**config.mk**
```make
export PLATFORM = sky130hd
export DESIGN_NAME = mmf_kernel
export DESIGN_NICKNAME = d
export VERILOG_FILES = /design/src/hdl/mmf_pkg.sv /design/src/hdl/mmf_kernel.sv
export SDC_FILE = /design/constraint.sdc
export NUM_CORES = 1
export LEC_CHECK = 0
export ABC_AREA = 1
export BUFFER_PORTS_ARGS = -buffer_cell sky130_fd_sc_hd__buf_4
export CORE_MARGIN = 1.5
export CORE_UTILIZATION = 60
export DETAILED_ROUTE_END_ITERATION = 10
export PLACE_DENSITY = 0.79
export SLEW_MARGIN = 20
export SYNTH_ARGS = -nofsm -noshare
export SYNTH_HDL_FRONTEND = slang
export SYNTH_SLANG_ARGS = --single-unit
export TNS_END_PERCENT = 5
```
**constraint.sdc**
```tcl
create_clock -name vclk -period 22.5
set_clock_uncertainty 0.15 [all_clocks]
set_input_delay 1.125 -clock vclk [all_inputs]
set_output_delay 1.125 -clock vclk [all_outputs]
set_load 0.01 [all_outputs]
```
**src/hdl/mmf_pkg.sv**
```systemverilog
// Shared types, constants and the nine-input median network of the 3x3 mean/median filter.
// Used by mmf_kernel and mean_median_filter_3x3; depends on nothing else.

package mmf_pkg;

   localparam int PIX_W = 8;
   typedef logic [PIX_W-1:0] pix_type;

   // The nine neighbours of one window, in no particular order.
   localparam int WIN_N = 9;
   typedef pix_type [WIN_N-1:0] window_type;

   // One line-store entry holds the same column of the two previous rows.
   typedef struct packed {
      pix_type upper;   // row r-2
      pix_type lower;   // row r-1
   } line_pair_type;

   // Register file.
   localparam int CSR_ADDR_W   = 4;
   localparam int CSR_DATA_W   = 32;
   localparam int IMG_WIDTH_W  = 11;
   localparam int IMG_HEIGHT_W = 12;

   localparam logic [CSR_ADDR_W-1:0] ADDR_IMAGE_WIDTH  = 4'h0;
   localparam logic [CSR_ADDR_W-1:0] ADDR_IMAGE_HEIGHT = 4'h4;
   localparam logic [CSR_ADDR_W-1:0] ADDR_FILTER_MODE  = 4'h8;

   localparam logic [IMG_WIDTH_W-1:0]  RESET_IMAGE_WIDTH  = 11'd640;
   localparam logic [IMG_HEIGHT_W-1:0] RESET_IMAGE_HEIGHT = 12'd480;

   localparam logic MODE_MEAN   = 1'b0;
   localparam logic MODE_MEDIAN = 1'b1;

   // Smallest frame dimension that still has an interior pixel.
   localparam int MIN_DIM = 3;
   localparam int MAX_LINE_WIDTH_DEF = 1024;

   // Division of the window sum by nine: floor(sum * 7282 / 2^16) is exact for
   // every sum of nine bytes.
   localparam int SUM_W      = 12;
   localparam int RECIP_W    = 13;
   localparam int MEAN_SHIFT = 16;
   localparam logic [RECIP_W-1:0] RECIP_NINE = 13'd7282;

   // Nineteen compare-exchange steps of the classic median-of-nine network.
   // After them the median sits in element four.
   localparam int NET_N = 19;
   localparam int unsigned NET_LO [NET_N] = '{1, 4, 7, 0, 3, 6, 1, 4, 7, 0,
                                              5, 4, 3, 1, 2, 4, 4, 6, 4};
   localparam int unsigned NET_HI [NET_N] = '{2, 5, 8, 1, 4, 7, 2, 5, 8, 3,
                                              8, 7, 6, 4, 5, 7, 2, 4, 2};

   function automatic pix_type median9(input window_type win);
      window_type v;
      pix_type    a;
      pix_type    b;
      v = win;
      for (int i = 0; i < NET_N; i++) begin
         a = v[NET_LO[i]];
         b = v[NET_HI[i]];
         if (a > b) begin
            v[NET_LO[i]] = b;
            v[NET_HI[i]] = a;
         end
      end
      return v[4];
   endfunction

endpackage

```
**src/hdl/mmf_kernel.sv**
```systemverilog
// Window arithmetic of the 3x3 filter: truncated mean or median of nine pixels.
// Purely combinational; depends on mmf_pkg.

module mmf_kernel (
   input  mmf_pkg::window_type win,
   input  logic                mode,
   output mmf_pkg::pix_type    result
);
   import mmf_pkg::*;

   logic [SUM_W-1:0]           sum;
   logic [SUM_W+RECIP_W-1:0]   product;
   pix_type                    mean;
   pix_type                    median;

   always_comb begin
      sum = '0;
      for (int i = 0; i < WIN_N; i++) begin
         sum = sum + SUM_W'(win[i]);
      end
   end

   // Division by nine through the scaled reciprocal.
   assign product = (SUM_W+RECIP_W)'(sum) * (SUM_W+RECIP_W)'(RECIP_NINE);
   assign mean    = PIX_W'(product >> MEAN_SHIFT);
   assign median  = median9(win);

   assign result = (mode == MODE_MEDIAN) ? median : mean;

endmodule

```
==> results by group, run 1 <==
Run status
  • Status: completed

Finish
  • FF+latch area: 0 um2
  • Commonest non-fill, non-tap cell in the layout: nand2_1
  • Most frequent cells in the layout: nand2_1, inv_1, ha_1, o21ai_0, buf_4
  • Sequential cells: 0
  • Final Non-Filler Cells: between 1500 and 2000
  • Clock buffer cells: 0
  • N_diodes: 0
  • Share of cells above drive strength 1: under 10%
  • Synth-to-layout area growth: 7.95%
  • Nets: about 1900

Placed design
  • Post-DP HPWL: ~25000 um
  • Placed Cells: around 1700
  • Port Buffer Count: between 80 and 90
  • Global placement routability congestion: about 1

Hold path
  • HP Start: mode
  • Worst-case hold path end point: result[7]
  • Type of the worst min-delay path: in2out
  • Cell count of the worst hold path: 5

Routing
  • Antenna Nets Post-Route: 0
  • Vias: between 9000 and 10000
  • WL final: between 20000 and 30000 um
  • Drt initial violations: a little under 700
  • Avg WL per Cell: 15.7 um
  • Post-route DRC: 0
  • Pre-antenna DRT Iters: 5
  • Routed vias/inst: roughly 5.5

Global route
  • Gr usage total: approximately a third
  • Pin count of the biggest net entering global routing: 33
  • Initial antenna violation count: 0
  • GRT overflow: 0
  • Global-route wire length before repair: ~44000 um
  • Vias in the first global route: 8874

Worst setup path
  • CP delay by family, top: compound AO/OA/AOI/OAI gates
  • CP bufs+invs: 17
  • Worst Setup End Kind: primary output
  • Crit path required time: about 21000 ps
  • CP Data Arrival Time: approximately 15000 ps
  • CP startpoint kind: primary input
  • Worst Path Max Fanout: 31
  • CP max-delay cell: o21ai_0
  • Crit Path Category: in2out
  • Most frequent CP cell: nand2_1
  • Highest cell delay on the worst timing path: ~560 ps

Yosys
  • Post-Syn Area: 0.00972 mm2
  • Syn Inst Count: approximately 1500
  • Mean post-synth cell area: ~6.6 um2
  • Synth warnings: 0
  • Sequential-to-total area share from yosys stat: 0%
  • Synth unique cells: 38
  • Post-Syn Nets: 1845

Floorplan
  • Site Rows: 46
  • Die W: 130 um
  • Core Region: roughly 0.016 mm2
  • IO Pins: a little over 80
  • Initial Util: between 60% and 70%
  • Die Ht: around 130 um
  • Die area: ~0.017 mm2

Timing
  • Max-slew violation count: 0
  • RSZ-0062 raised after global routing: no
  • Post-route setup TNS: 0 ps
  • Worst Tran Pin Value: around 1100 ps
  • Final Hold Vio Count: 0
  • Max_slew headroom: between 20 and 30%
  • Highest Clock Rate: about 0.060 GHz
  • Final worst path period share: between 70% and 80%
  • # setup viols final: 0
  • Final min period: 16650 ps

Clock network
  • Number of buffers inserted by hold repair at cts: 0
  • Post-CTS Setup Bufs: 0
  • Post-CTS sizing: 0

Flow run
  • Max Cap Violations: 0
-- metal layers --
metal	vias up	global-route usage [%]	wire [um]
met3	46	4.06	1740
met5	-	0	0
met2	291	54.5	11800
li1	4908	-	-
met1	4249	45.4	12700
met4	0	9.48	895
-- kinds of logic after synthesis --
kind of cell | Yosys count | share of synthesized area (%)
xor+xnor | 12 | 1.08
simple gates | 534 | 22.7
buf+inv | 269 | 10.6
fa+ha+maj | 309 | 46.2
compound gates | 339 | 19.4
-- how the worst max path moves through the flow --
| stage | start | endpoint | depth (start not counted) |
|---|---|---|---|
| floorplan | win[45] | result[6] | 84 |
| global route | win[41] | result[4] | 87 |
| CTS | win[47] | result[0] | 83 |
| detailed placement | win[47] | result[3] | 83 |
| global placement | win[47] | result[0] | 83 |
| finish | win[47] | result[2] | 87 |
-- tightest hold or removal path: cells and delay by family --
kind          cells  cell delay [ps]
simple gates      2              130
buf+inv           3              380
-- final cells by class --
cell class | instances | area, um2
timing repair buffer | 86 | 643
tap | 216 | 270
fill | 1481 | 5390
inverter | 235 | 885
multi-input combinational | 1194 | 8700
-- cells in the mapped netlist, types with 5 or more instances --
cell	number	area, um2
a211oi_1	13	97.6
a21oi_1	72	360
a32oi_1	7	61.3
and2_1	5	31.3
clkbuf_1	27	101
fa_1	84	1680
ha_1	225	2820
inv_1	226	848
inv_2	8	30.0
nand2_1	387	1450
nand2_2	16	100
nand2_4	5	56.3
nand3_1	40	200
nand4_1	7	43.8
nor2_1	62	233
o21a_1	5	37.5
o21ai_0	195	976
o21ai_1	12	60.1
o21ai_2	22	193
xor2_1	8	70.1
-- metrics by stage --
step,instance area (um2),hold WS (ps),utilization [%],setup WS (ps)
after floorplan,9720,2310,-,7610
after detailed placement,10500,2610,66.0,5270
after global routing,10500,2660,66.1,4500
after CTS,10500,2610,66.0,5260
final,10500,2610,66.1,5850
after global placement,10500,2590,66.0,5680
Power of run 1 is left out: the tool's default activity adds up to more than one toggle a clock period on the data nets, which glitch-free logic cannot reach.
==> inputs of run 2 (changes only) <==
==> constraint.sdc (replaced) <==
create_clock -name vclk -period 16.7
set_clock_uncertainty 0.15 [all_clocks]
set_input_delay 0.835 -clock vclk [all_inputs]
set_output_delay 0.835 -clock vclk [all_outputs]
set_load 0.01 [all_outputs]
==> results by group, run 2 (synthesis results as in run 1) <==
Timing
  • Max-slew violation count: 0 (unchanged)
  • Worst Tran Pin Value: 972 ps (-107 ps)
  • Post-route setup TNS: 0 ps (unchanged)
  • Highest Clock Rate: between 0.06 and 0.07 GHz
  • Final Hold Vio Count: 0 (unchanged)
  • RSZ-0062 raised after global routing: no
  • Max_slew headroom: 35.2% (+7.1 points)
  • # setup viols final: 0 (unchanged)
  • Final min period: roughly 15000 ps
  • Final worst path period share: around nine tenths

Clock network
  • Post-CTS Setup Bufs: 0 (unchanged)
  • Number of buffers inserted by hold repair at cts: 0 (unchanged)

Worst setup path
  • CP max-delay cell: a32oi_1
  • Crit path required time: 15720 ps (-5510 ps)
  • Worst Path Max Fanout: 31 (unchanged)
  • CP delay by family, top: compound AO/OA/AOI/OAI gates
  • CP startpoint kind: primary input
  • Highest cell delay on the worst timing path: 780 ps (+220 ps)
  • Worst Setup End Kind: primary output
  • CP bufs+invs: 15 (-2)
  • CP Data Arrival Time: 14200 ps (-1180 ps)
  • Most frequent CP cell: nand2_1
  • Crit Path Category: in2out

Global route
  • GRT overflow: 0 (unchanged)
  • Vias in the first global route: 8893 (+0.21%)
  • Gr usage total: 33.3% (+0.23 points)
  • Initial antenna violation count: 0 (unchanged)
  • Pin count of the biggest net entering global routing: 33 (unchanged)
  • Global-route wire length before repair: 43900 um (+0.74%)

Routing
  • Avg WL per Cell: 15.7 um (-0.20%)
  • Drt initial violations: 662 (-4.6%)
  • Vias: 9515 (+0.22%)
  • WL final: 27100 um (-0.14%)
  • Post-route DRC: 0 (unchanged)
  • Antenna Nets Post-Route: 0 (unchanged)
  • Pre-antenna DRT Iters: 5 (unchanged)
  • Routed vias/inst: 5.49 (+0.16%)

Finish
  • Synth-to-layout area growth: 8.23%
  • FILL cells: 1476 (-0.34%)
  • Commonest non-fill, non-tap cell in the layout: nand2_1
  • Share of cells above drive strength 1: 10.0% (+0.26 points)
  • N_diodes: 0 (unchanged)
  • Nets: 1900 (+0.053%)
  • Most frequent cells in the layout: nand2_1, ha_1, inv_1, o21ai_0, buf_4
  • Sequential cells: 0 (unchanged)
  • Clock buffer cells: 0 (unchanged)
  • FF+latch area: 0 um2 (unchanged)

Run status
  • Status: completed

Floorplan
  • Die area: 0.0170 mm2 (unchanged)
  • IO Pins: 81 (unchanged)
  • Initial Util: 61.2% (unchanged)
  • Core Region: 0.0159 mm2 (unchanged)
  • Die W: 130 um (unchanged)
  • Die Ht: 130 um (unchanged)
  • Site Rows: 46 (unchanged)

Placed design
  • Global placement routability congestion: 0.990 (-0.69%)
  • Post-DP HPWL: 24600 um (+0.32%)
  • Port Buffer Count: 81 (unchanged)

Hold path
  • Type of the worst min-delay path: in2out

Flow run
  • Max Cap Violations: 0 (unchanged)
[run 2: cell count changes in the layout (fill, tap and decap cells not counted), sizes merged]
cell / delta
clkbuf: +1
clkinvlp: +1
inv: -1
[run 2: layout make-up]
cell class	count	area (um2)	area share, %
inverter	235	888	8.44
multi-input combinational	1194	8710	82.8
tap	216	270	2.57
timing repair buffer	87	653	6.21
[run 2: worst min-delay path, cell delays in order]
cell	delay, ps
buf_4	170
nand2_1	70
inv_1	40
nand2_1	40
nand2_1	50
buf_4	110
[run 2: through the flow]
step	hold WS [ps]	area [um2]	std cells	util (%)	setup slack (ps)
3_5_place_dp	2000	10500	1731	66.1	1040
6_report	1990	10500	1732	66.3	1520
5_1_grt	2060	10500	1732	66.3	5.82
4_1_cts	2000	10500	1731	66.1	1030
2_1_floorplan	1730	9720	1463	-	2390
3_3_place_gp	2010	10500	1731	66.1	1290
[run 2: final timing paths]
path	from	endpoint	cells past startpoint
max	win[71]	result[4]	82
min	mode	result[2]	6
[run 2: repair_timing]
action | CTS | global route
setup endpoints to repair | 0 | 8
gates resized for setup | 0 | 12
hold endpoints to repair | 0 | 0
[run 2: routing by layer]
| metal | global-route usage (%) | vias to the layer above | share of wire, % |
|---|---|---|---|
| met5 | 0 | - | 0 |
| met3 | 1.68 | 43 | 5.6 |
| li1 | - | 4917 | - |
| met4 | 9.61 | 0 | 3.5 |
| met1 | 46.7 | 4256 | 47 |
| met2 | 55.5 | 299 | 44 |
Power of run 2 is left out for the same reason.
==> inputs of run 3 (changes only) <==
--- a/config.mk
+++ b/config.mk
@@ -7,10 +7,13 @@
 export LEC_CHECK = 0
 export ABC_AREA = 1
 export BUFFER_PORTS_ARGS = -buffer_cell sky130_fd_sc_hd__buf_4
+export CELL_PAD_IN_SITES_DETAIL_PLACEMENT = 1
+export CELL_PAD_IN_SITES_GLOBAL_PLACEMENT = 1
+export CORE_ASPECT_RATIO = 1.4
 export CORE_MARGIN = 1.5
-export CORE_UTILIZATION = 60
+export CORE_UTILIZATION = 46
 export DETAILED_ROUTE_END_ITERATION = 10
-export PLACE_DENSITY = 0.79
+export PLACE_DENSITY = 0.84
 export SLEW_MARGIN = 20
 export SYNTH_ARGS = -nofsm -noshare
 export SYNTH_HDL_FRONTEND = slang
==> results by group, run 3 (synthesis results as in run 1) <==
Run status
  • Status: finished, violations left
  • Failing checks: DRC

Floorplan
  • Core Region: 0.0206 mm2 (+30%)
  • Site Rows: 62 (+35%)
  • Die Ht: 175 um (+34%)
  • Die W: 126 um (-3.4%)
  • Die area: 0.0220 mm2 (+30%)
  • IO Pins: 81 (unchanged)
  • Initial Util: 47.1% (-14 points)

Routing
  • Routed vias/inst: 5.59 (+1.8%)
  • Avg WL per Cell: 18.3 um (+17%)
  • Antenna Nets Post-Route: 0 (unchanged)
  • Post-route DRC: 2 (+2)
  • WL final: 32500 um (+20%)
  • Pre-antenna DRT Iters: 9 (+4)
  • Drt initial violations: 291 (-56%)
  • Vias: 9922 (+4.3%)

Timing
  • Final worst path period share: 91.5% (+0.63 points)
  • Worst Tran Pin Value: 1010 ps (+40.2 ps)
  • Highest Clock Rate: 0.0654 GHz (-0.69%)
  • # setup viols final: 0 (unchanged)
  • Final Hold Vio Count: 0 (unchanged)
  • Post-route setup TNS: 0 ps (unchanged)
  • WHS: 2010 ps (+16.6 ps)
  • Final min period: 15290 ps (+105 ps)
  • Max_slew headroom: 32.6% (-2.7 points)
  • Max-slew violation count: 0 (unchanged)
  • RSZ-0062 raised after global routing: no

Global route
  • Vias in the first global route: 10500 (+18%)
  • Pin count of the biggest net entering global routing: 33 (unchanged)
  • Gr usage total: 29.7% (-3.5 points)
  • GRT overflow: 0 (unchanged)
  • Initial antenna violation count: 0 (unchanged)
  • Global-route wire length before repair: 52000 um (+18%)

Worst setup path
  • Highest cell delay on the worst timing path: 560 ps (-220 ps)
  • CP startpoint kind: primary input
  • Crit path required time: 15720 ps (about the same)
  • Worst Setup End Kind: primary output
  • CP max-delay cell: o21ai_0
  • CP Data Arrival Time: 14300 ps (+100 ps)
  • Crit Path Category: in2out
  • CP startpoint: win[71]
  • Most frequent CP cell: nand2_1
  • Worst Path Max Fanout: 31 (unchanged)

Placed design
  • Placed Cells: 1770 (+2.3%)
  • Global placement routability congestion: 0.928 (-6.3%)
  • Post-DP HPWL: 29600 um (+20%)
  • Port Buffer Count: 81 (unchanged)

Flow run
  • Max Cap Violations: 0 (unchanged)

Finish
  • Share of cells above drive strength 1: 10.5% (+0.45 points)
  • Final Non-Filler Cells: 1774 (+2.4%)
  • FF+latch area: 0 um2 (unchanged)
  • N_diodes: 0 (unchanged)
  • Nets: 1902 (+0.11%)
  • Sequential cells: 0 (unchanged)
  • Most frequent cells in the layout: nand2_1, ha_1, inv_1, o21ai_0, buf_4
  • Clock buffer cells: 0 (unchanged)
  • Commonest non-fill, non-tap cell in the layout: nand2_1
  • Synth-to-layout area growth: 9.20%

Hold path
  • Type of the worst min-delay path: in2out
  • HP Start: mode
  • Cell count of the worst hold path: 5 (-1)
[run 3: cell count changes in the layout (fill, tap and decap cells not counted)]
cell        delta
o21ai_1        +3
o21ai_0        -6
o21ai_2        +3
buf_2          +1
inv_1          -1
o31ai_1        +1
clkinvlp_2     +1
a32oi_1        -1
a32oi_4        +1
a211oi_2       +1
o31ai_2        -1
a211oi_1       -1
clkinvlp_4     +1
[run 3: path summary, 6_finish.rpt]
check | slack, ps | to
setup / recovery | 1410 | result[2]
hold / removal | 2010 | result[3]
[run 3: per-layer routing]
metal  share of wire [%]  global-route usage [%]
met1                  38                    31.6
met2                  55                    60.7
met3                 2.2                   0.796
met4                 4.9                    11.9
met5                   0                       0
[run 3: timing repair]
action                                  in CTS  in global routing
setup buffers                                0                  0
gates resized for setup                      0                 23
endpoints found under the setup margin       0                  8
hold buffers                                 0                  0
[run 3: layout make-up]
type / instances / area, um2
fillers: 2833 / 10000
multi-input cells: 1194 / 8740
inverters: 235 / 892
repair buffers: 88 / 658
well taps: 256 / 320
repair inverters: 1 / 5.00
[run 3: critical path, delay by kind of cell]
family | cells | cell delay (ps)
buf+inv | 16 | 2090
simple gates | 38 | 3880
fa+ha+maj | 9 | 2580
compound gates | 22 | 4920
[run 3: stage by stage]
step	cell area, um2	util, %	worst slack, ps
final	10600	51.5	1410
after global routing	10600	51.5	17.7
after CTS	10500	51.1	632
after detailed placement	10500	51.1	660
after global placement	10500	51.1	1340
after floorplan	9720	-	2390
Power of run 3 is left out for the same reason.
